File: src/lkvc_pkg.sv
// Package for the LRU key-value cache: sizes, codes and state type.
// No dependencies.
`timescale 1ns / 1ps

package lkvc_pkg;

  localparam int MAX_ENTRIES = 16;
  localparam int IDX_W       = $clog2(MAX_ENTRIES);
  localparam int RANK_W      = (MAX_ENTRIES > 1) ? $clog2(MAX_ENTRIES) : 1;
  localparam int CNT_W       = $clog2(MAX_ENTRIES + 1);
  localparam int SCAN_W      = CNT_W;
  localparam int CAP_W       = 5;
  localparam int KEY_W       = 32;
  localparam int VAL_W       = 32;
  localparam int ENTRY_W     = KEY_W + VAL_W;
  localparam int IN_DATA_W   = KEY_W + VAL_W;
  localparam int OUT_DATA_W  = VAL_W;

  localparam logic [CAP_W-1:0] CAP_RESET  = CAP_W'(16);
  localparam logic [VAL_W-1:0] MISS_VALUE = '1;

  localparam logic KIND_GET = 1'b0;
  localparam logic KIND_PUT = 1'b1;

  typedef enum logic [1:0] {
    ST_IDLE,
    ST_SCAN,
    ST_DECIDE
  } lkvc_state_e;

  typedef logic [IDX_W-1:0]  idx_t;
  typedef logic [RANK_W-1:0] rank_t;

endpackage

File: src/lru_key_value_cache_unit.sv
// Fully associative LRU key-value cache, one request at a time.
// A get's result is presented from the decide state once the result channel is free.
// Requests are served one at a time, by a scan of one entry per cycle
// through the key/value RAM and its single key comparator.
// Reset: asynchronous, active low; clears valid marks, ranks, count; capacity 16.
// Uses lkvc_pkg and lkvc_ram.
`timescale 1ns / 1ps

module lru_key_value_cache_unit
  import lkvc_pkg::*;
(
  input  logic                  clk_i,
  input  logic                  rst_ni,
  // request channel
  input  logic                  s_axis_tvalid,
  output logic                  s_axis_tready,
  input  logic [IN_DATA_W-1:0]  s_axis_tdata,   // [31:0] key, [63:32] value
  input  logic                  s_axis_tuser,   // [0] kind
  // result channel
  output logic                  m_axis_tvalid,
  input  logic                  m_axis_tready,
  output logic [OUT_DATA_W-1:0] m_axis_tdata,   // [31:0] read_value
  output logic                  m_axis_tuser,   // [0] hit
  // capacity register
  input  logic                  cfg_valid_i,
  output logic                  cfg_ready_o,
  input  logic [CAP_W-1:0]      cfg_data_i
);

  lkvc_state_e state_q, state_d;

  logic [CAP_W-1:0]  cap_q;
  logic [CNT_W-1:0]  occ_q, occ_d;
  logic [MAX_ENTRIES-1:0] valid_q, valid_d;
  rank_t rank_q [MAX_ENTRIES];
  rank_t rank_d [MAX_ENTRIES];

  logic              kind_q, kind_d;
  logic [KEY_W-1:0]  key_q, key_d;
  logic [VAL_W-1:0]  val_q, val_d;

  logic [SCAN_W-1:0] scan_q, scan_d;
  logic              cmp_en_q, cmp_en_d;
  idx_t              cmp_idx_q, cmp_idx_d;

  logic              found_q, found_d;
  idx_t              found_idx_q, found_idx_d;
  logic [VAL_W-1:0]  hit_val_q, hit_val_d;
  logic              free_q, free_d;
  idx_t              free_idx_q, free_idx_d;
  logic              lru_q, lru_d;
  idx_t              lru_idx_q, lru_idx_d;
  rank_t             lru_rank_q, lru_rank_d;

  logic              out_valid_q, out_valid_d;
  logic              out_hit_q, out_hit_d;
  logic [VAL_W-1:0]  out_val_q, out_val_d;

  logic               ram_we;
  idx_t               ram_waddr;
  logic [ENTRY_W-1:0] ram_wdata;
  idx_t               ram_raddr;
  logic [ENTRY_W-1:0] ram_rdata;
  logic [KEY_W-1:0]   rd_key;
  logic [VAL_W-1:0]   rd_val;

  logic [CNT_W-1:0]  eff_cap;
  logic              in_req;
  logic              promote;
  idx_t              prom_idx;
  rank_t             prom_limit;
  logic              prom_all;

  assign in_req        = s_axis_tvalid && s_axis_tready;
  assign s_axis_tready = (state_q == ST_IDLE);
  assign cfg_ready_o   = 1'b1;
  assign m_axis_tvalid = out_valid_q;
  assign m_axis_tdata  = out_val_q;
  assign m_axis_tuser  = out_hit_q;

  assign rd_key = ram_rdata[KEY_W-1:0];
  assign rd_val = ram_rdata[ENTRY_W-1:KEY_W];

  always_comb begin
    if (cap_q == '0) begin
      eff_cap = CNT_W'(1);
    end else if (32'(cap_q) > MAX_ENTRIES) begin
      eff_cap = CNT_W'(MAX_ENTRIES);
    end else begin
      eff_cap = CNT_W'(cap_q);
    end
  end

  lkvc_ram #(
    .WIDTH (ENTRY_W),
    .DEPTH (MAX_ENTRIES)
  ) u_ram (
    .clk_i   (clk_i),
    .we_i    (ram_we),
    .waddr_i (ram_waddr),
    .wdata_i (ram_wdata),
    .raddr_i (ram_raddr),
    .rdata_o (ram_rdata)
  );

  assign ram_raddr = scan_q[IDX_W-1:0];

  always_comb begin
    state_d     = state_q;
    occ_d       = occ_q;
    valid_d     = valid_q;
    kind_d      = kind_q;
    key_d       = key_q;
    val_d       = val_q;
    scan_d      = scan_q;
    cmp_en_d    = 1'b0;
    cmp_idx_d   = scan_q[IDX_W-1:0];
    found_d     = found_q;
    found_idx_d = found_idx_q;
    hit_val_d   = hit_val_q;
    free_d      = free_q;
    free_idx_d  = free_idx_q;
    lru_d       = lru_q;
    lru_idx_d   = lru_idx_q;
    lru_rank_d  = lru_rank_q;
    out_valid_d = out_valid_q;
    out_hit_d   = out_hit_q;
    out_val_d   = out_val_q;
    ram_we      = 1'b0;
    ram_waddr   = found_idx_q;
    ram_wdata   = {val_q, key_q};
    promote     = 1'b0;
    prom_idx    = found_idx_q;
    prom_limit  = rank_q[found_idx_q];
    prom_all    = 1'b0;

    if (out_valid_q && m_axis_tready) begin
      out_valid_d = 1'b0;
    end

    // scan compare, one entry per cycle
    if (cmp_en_q && valid_q[cmp_idx_q]) begin
      if (!found_q && rd_key == key_q) begin
        found_d     = 1'b1;
        found_idx_d = cmp_idx_q;
        hit_val_d   = rd_val;
      end
      if (!lru_q || rank_q[cmp_idx_q] > lru_rank_q) begin
        lru_d      = 1'b1;
        lru_idx_d  = cmp_idx_q;
        lru_rank_d = rank_q[cmp_idx_q];
      end
    end else if (cmp_en_q && !free_q) begin
      free_d     = 1'b1;
      free_idx_d = cmp_idx_q;
    end

    case (state_q)
      ST_IDLE: begin
        if (in_req) begin
          kind_d  = s_axis_tuser;
          key_d   = s_axis_tdata[KEY_W-1:0];
          val_d   = s_axis_tdata[IN_DATA_W-1:KEY_W];
          scan_d  = '0;
          found_d = 1'b0;
          free_d  = 1'b0;
          lru_d   = 1'b0;
          state_d = ST_SCAN;
        end
      end
      ST_SCAN: begin
        if (32'(scan_q) < MAX_ENTRIES) begin
          cmp_en_d = 1'b1;
          scan_d   = scan_q + SCAN_W'(1);
        end else if (cmp_en_q) begin
          state_d = ST_DECIDE;
        end
      end
      ST_DECIDE: begin
        if (kind_q == KIND_GET) begin
          if (!out_valid_q || m_axis_tready) begin
            out_valid_d = 1'b1;
            out_hit_d   = found_q;
            out_val_d   = found_q ? hit_val_q : MISS_VALUE;
            promote     = found_q;
            state_d     = ST_IDLE;
          end
        end else begin
          state_d = ST_IDLE;
          if (found_q) begin
            ram_we  = 1'b1;
            promote = 1'b1;
          end else if (occ_q < eff_cap && free_q) begin
            ram_we    = 1'b1;
            ram_waddr = free_idx_q;
            occ_d     = occ_q + CNT_W'(1);
          end else if (lru_q) begin
            ram_we    = 1'b1;
            ram_waddr = lru_idx_q;
          end else if (free_q) begin
            ram_we    = 1'b1;
            ram_waddr = free_idx_q;
            occ_d     = occ_q + CNT_W'(1);
          end
          if (ram_we && !found_q) begin
            valid_d[ram_waddr] = 1'b1;
            promote            = 1'b1;
            prom_idx           = ram_waddr;
            prom_all           = 1'b1;
          end
        end
      end
      default: begin
        state_d = ST_IDLE;
      end
    endcase

    for (int i = 0; i < MAX_ENTRIES; i++) begin
      rank_d[i] = rank_q[i];
      if (promote) begin
        if (IDX_W'(i) == prom_idx) begin
          rank_d[i] = '0;
        end else if (valid_q[i] && (prom_all || rank_q[i] < prom_limit)) begin
          rank_d[i] = rank_q[i] + RANK_W'(1);
        end
      end
    end
  end

  always_ff @(posedge clk_i or negedge rst_ni) begin
    if (!rst_ni) begin
      state_q     <= ST_IDLE;
      cap_q       <= CAP_RESET;
      occ_q       <= '0;
      valid_q     <= '0;
      scan_q      <= '0;
      cmp_en_q    <= 1'b0;
      found_q     <= 1'b0;
      free_q      <= 1'b0;
      lru_q       <= 1'b0;
      out_valid_q <= 1'b0;
      for (int i = 0; i < MAX_ENTRIES; i++) begin
        rank_q[i] <= '0;
      end
    end else begin
      state_q     <= state_d;
      occ_q       <= occ_d;
      valid_q     <= valid_d;
      scan_q      <= scan_d;
      cmp_en_q    <= cmp_en_d;
      found_q     <= found_d;
      free_q      <= free_d;
      lru_q       <= lru_d;
      out_valid_q <= out_valid_d;
      rank_q      <= rank_d;
      if (cfg_valid_i && cfg_ready_o) begin
        cap_q <= cfg_data_i;
      end
    end
  end

  always_ff @(posedge clk_i) begin
    kind_q      <= kind_d;
    key_q       <= key_d;
    val_q       <= val_d;
    cmp_idx_q   <= cmp_idx_d;
    found_idx_q <= found_idx_d;
    hit_val_q   <= hit_val_d;
    free_idx_q  <= free_idx_d;
    lru_idx_q   <= lru_idx_d;
    lru_rank_q  <= lru_rank_d;
    out_hit_q   <= out_hit_d;
    out_val_q   <= out_val_d;
  end

endmodule

File: src/lkvc_ram.sv
// Generic single-write, single-read RAM with registered read data.
// No dependencies.
`timescale 1ns / 1ps

module lkvc_ram #(
  parameter int WIDTH = 64,
  parameter int DEPTH = 16
) (
  input  logic                     clk_i,
  input  logic                     we_i,
  input  logic [$clog2(DEPTH)-1:0] waddr_i,
  input  logic [WIDTH-1:0]         wdata_i,
  input  logic [$clog2(DEPTH)-1:0] raddr_i,
  output logic [WIDTH-1:0]         rdata_o
);

  logic [WIDTH-1:0] mem_q [DEPTH];

  always_ff @(posedge clk_i) begin
    if (we_i) begin
      mem_q[waddr_i] <= wdata_i;
    end
    rdata_o <= mem_q[raddr_i];
  end

endmodule

File: config.mk
export PLATFORM = sky130hd
export DESIGN_NAME = lru_key_value_cache_unit
export DESIGN_NICKNAME = d
export VERILOG_FILES = /design/src/lkvc_pkg.sv /design/src/lru_key_value_cache_unit.sv /design/src/lkvc_ram.sv
export SDC_FILE = /design/constraint.sdc
export NUM_CORES = 1
export LEC_CHECK = 0
export ABC_AREA = 1
export BUFFER_PORTS_ARGS = -buffer_cell sky130_fd_sc_hd__buf_2
export CORE_MARGIN = 3
export CORE_UTILIZATION = 33
export CTS_CLUSTER_DIAMETER = 50
export DETAILED_ROUTE_END_ITERATION = 7
export REMOVE_ABC_BUFFERS = 1
export SKIP_LAST_GASP = 1
export SLEW_MARGIN = 30
export SYNTH_ARGS = -nofsm -noshare
export SYNTH_HDL_FRONTEND = slang
export SYNTH_HIERARCHICAL = 1
export SYNTH_SLANG_ARGS = --single-unit
File: constraint.sdc
create_clock -name clk_i -period 4.7 [get_ports clk_i]
set_input_delay 0.705 -clock clk_i [delete_from_list [all_inputs] [get_ports clk_i]]
set_output_delay 0.705 -clock clk_i [all_outputs]
set_load 0.05 [all_outputs]
==> impl_metrics.ini <==
[floorplan]
die_h_um = 427
fp.dieW_um = 427
start_util_pct = 33.4
io_pins = 111
fp.coreArea_sq_um = 175000
rows = 153
die_area_sq_um = 182000

[logic_synthesis]
synth-main-ff-cell = edfxtp_1
synth_top_family_by_area = simple AND/OR/NAND/NOR gates
yosys_warnings = 6
synth_seq_cells = 1340
synth_cell_types = 47
synth-edff-count = 1170
async_flop_share_pct = 7.61
synth_fa_ha_area_share_pct = 1.58
synth-seq-area-share_pct = 66.8
synth_compound_area_share_pct = 2.21
synthMuxAreaShare_pct = 0.0364
netlist_area_sq_um = 58500
syn-instance-count = 5654
synth_xor_area_share_pct = 0.569
synth-simple-area-share_pct = 20.5
syn_area_per_cell_sq_um = 10.3

[cts]
clockBufferDepth = 3
htreeDepth = 4
clock-sinks = 1340
cts_buffers = 156
hold_buffers = 0
cts.reportedPaths.clkPinSlew_ns = 0.06
cts-resized-gates = 0
post_cts_buffers = 0
cts_tree = done
clk_latency_ns = 0.78
cts_root_buffer = clkbuf_16

[power]
p_sw_w = 0.0119
power_per_cell_area_nw_per_um2 = 531
p_comb_share_pct = 24.9
p_sw_share_pct = 33.4
internal_power_w = 0.0236
clkPwrFrac_pct = 33.9
p_leak_nw = 28.0
p_seq_share_pct = 41.2
irDropWorstVdd_mv = 0.601

[global_route]
grt_pass1_vias = 37700
grt_pass1_wl_um = 226000
overflow = 0
antenna_found_initial = 5
grtUsageTotal_pct = 16.0
grt_max_degree = 211

[worst_setup_path]
end_kind = flip-flop
start_kind = flip-flop
required_ns = 5.10
path_max_fanout = 34
critPathArrivalTime_ns = 4.01
reg2reg_depth = 15
path_class = flip-flop to flip-flop

[placement]
port-buffer-count = 109
hpwl_um = 81100
gp_congestion = 0.852

[layout]
fill_cells = 16900
final_util_pct = 38.2
final_nets = 5907
multi_input_area_sq_um = 14700
drive_gt1_share_pct = 9.29
syn_to_final_growth_pct = 14.2
seq_area_sq_um = 39100

[drt]
drcViolationCount = 0
num_vias = 38900
routedWlPerCell_um = 17.9
dr.pass1.iters = 5
vias_per_cell = 4.74
antenna_left = 0
totalWireLength_um = 147000
drtIter0Drc = 3479

[sta]
fmax_mhz = 277
finalSetupViolCount = 0
relSlewSlack_pct = 31.0
skew_ns = 0.0438
min_period_over_period_pct = 76.9
drv_slew = 0
tns_ns = 0
final_hold_viol_count = 0
period_minus_slack_ns = 3.61
rsz0062_at_grt = no
worstMarginPinSlew_ns = 1.04

[hold_path]
min_path_type = input port to flip-flop
hold_depth = 1

[run_status]
status = finished, final reports clean

[run]
maxCapViolations = 0
-- worst paths after layout --
kind | from | endpoint | slack, ns
setup reg to reg | cap_q[2]$_DFFE_PN0P_ | u_ram/mem_q[6][27]$_DFFE_PP_ | 1.09
hold reg to reg | u_ram/rdata_o[49]$_DFF_P_ | hit_val_q[17]$_DFFE_PP_ | 0.40
max in group asynchronous | rst_ni | scan_q[2]$_DFFE_PN0P_ | 3.14
min in group asynchronous | rst_ni | rank_q[38]$_DFFE_PN0P_ | 0.56
setup / recovery | cap_q[2]$_DFFE_PN0P_ | u_ram/mem_q[6][27]$_DFFE_PP_ | 1.09
hold / removal | s_axis_tdata[62] | val_q[30]$_DFFE_PP_ | 0.10
-- logic make-up after synthesis --
kind of cell    Yosys count
xor+xnor                 38
buf+inv                1176
flops                  1340
other cells               1
compound gates          236
mux                       2
fa+ha+maj                74
simple gates           2787
-- power groups by stage --
stage | Sequential [W] | Combinational, W | Clock (W)
2_1_floorplan | 0.0150 | 0.00482 | 0
3_3_place_gp | 0.0148 | 0.00877 | 0
3_5_place_dp | 0.0149 | 0.00888 | 0
4_1_cts | 0.0146 | 0.00891 | 0.0123
5_1_grt | 0.0147 | 0.00986 | 0.0128
6_report | 0.0146 | 0.00882 | 0.0120
-- sequential cells by signal, summed over array words and instances, names as in the netlist, 2 cells and up --
signal         count
rank_q            64
free_idx_q         4
lru_idx_q          4
val_q             32
cmp_idx_q          4
key_q             32
u_ram/rdata_o     64
state_q            2
cap_q              5
scan_q             5
valid_q           16
lru_rank_q         4
u_ram/mem_q     1024
found_idx_q        4
occ_q              5
m_axis_tdata      32
hit_val_q         32
-- cell usage after synthesis (2+ instances only) --
master | number | area [sq um]
nor3_1 | 12 | 60.1
nor2_4 | 8 | 90.1
inv_2 | 12 | 45.0
nand3_1 | 894 | 4470
or2_2 | 37 | 231
o2111ai_1 | 2 | 17.5
nand3_4 | 2 | 35.0
nand4_1 | 20 | 125
nor2_1 | 113 | 424
ha_1 | 74 | 926
dfrtp_1 | 101 | 2530
a21boi_1 | 8 | 60.1
buf_6 | 26 | 293
o221ai_1 | 9 | 78.8
o22ai_1 | 2 | 12.5
nand2_2 | 15 | 93.8
nand3b_1 | 4 | 30.0
xor2_1 | 8 | 70.1
clkbuf_1 | 45 | 169
o211ai_1 | 6 | 45.0
xnor2_1 | 30 | 263
buf_4 | 33 | 248
inv_1 | 915 | 3430
o21ai_1 | 9 | 45.0
nand2_1 | 1663 | 6240
edfxtp_1 | 1170 | 35100
a21boi_0 | 3 | 22.5
o21ai_0 | 105 | 526
a21oi_1 | 88 | 440
nor4_1 | 3 | 18.8
dfxtp_1 | 68 | 1360
buf_1 | 14 | 52.6
nand2_4 | 4 | 45.0
nor2_2 | 6 | 37.5
buf_2 | 129 | 646
nand3_2 | 5 | 50.1
-- routing by layer --
metal | share of wire [%] | track usage (%) | up-vias | wire length, um
met1 | 43 | 20.9 | 18700 | 63100
li1 | - | - | 18700 | -
met5 | 0 | 0 | - | 0
met2 | 48 | 26.9 | 1198 | 70900
met3 | 6.1 | 2.77 | 255 | 8960
met4 | 2.8 | 5.11 | 0 | 4160
-- metrics by stage --
step | area (sq um) | worst slack [ns] | total power, W | hold WS [ns] | cells
floorplan | 57100 | -11.77 | 0.0198 | 0.386 | 5407
global placement | 61600 | 1.09 | 0.0236 | 0.388 | 7924
detailed placement | 61600 | 1.14 | 0.0237 | 0.389 | 7924
CTS | 66800 | 1.11 | 0.0358 | 0.0284 | 8213
global route | 66800 | 0.828 | 0.0373 | 0.0493 | 8214
finish | 66800 | 1.09 | 0.0354 | 0.105 | 8215
-- placed cells by master (no fill, tap or decap), types with 10 or more instances in the layout --
cell type     n
bufinv_16    12
a21oi_1      88
nor2_4       25
o21ai_0     105
nor3_1       11
clkbuf_8     11
ha_1         74
buf_12       20
inv_1       912
dfxtp_1      67
clkbuf_16   162
nand2_1    1663
buf_4        63
clkinv_2     19
dfrtp_1      97
or2_2        37
nand3_1     894
xnor2_1      30
inv_2        10
buf_2       108
nand4_1      20
nor2_1       96
nand2_2      15
clkbuf_1     39
clkinv_1     17
edfxtp_1   1170
-- critical path, cell delays in order (launching register included) --
cell and delay (ns):
dfrtp_1 0.38, inv_1 0.07, nand4_1 0.11, nand2_1 0.11, nand2_1 0.07, ha_1 0.26, nand2_1 0.09, nor2_1 0.07
a211oi_4 0.31, nand2_2 0.15, nand2_1 0.11, nand3_1 0.09, nand2_2 0.21, nand3_1 0.38, nor2_4 0.21, buf_4 0.57
-- final cells by class --
type | count | area share (%)
multi-input combinational | 3138 | 22.0
timing repair buffer | 193 | 2.15
clock buffer | 212 | 6.52
inverter | 929 | 5.27
antenna | 1 | 0.00375
tap | 2325 | 4.36
clock inverter | 77 | 1.21
sequential | 1340 | 58.5
Power figures use the tool's default switching activity.
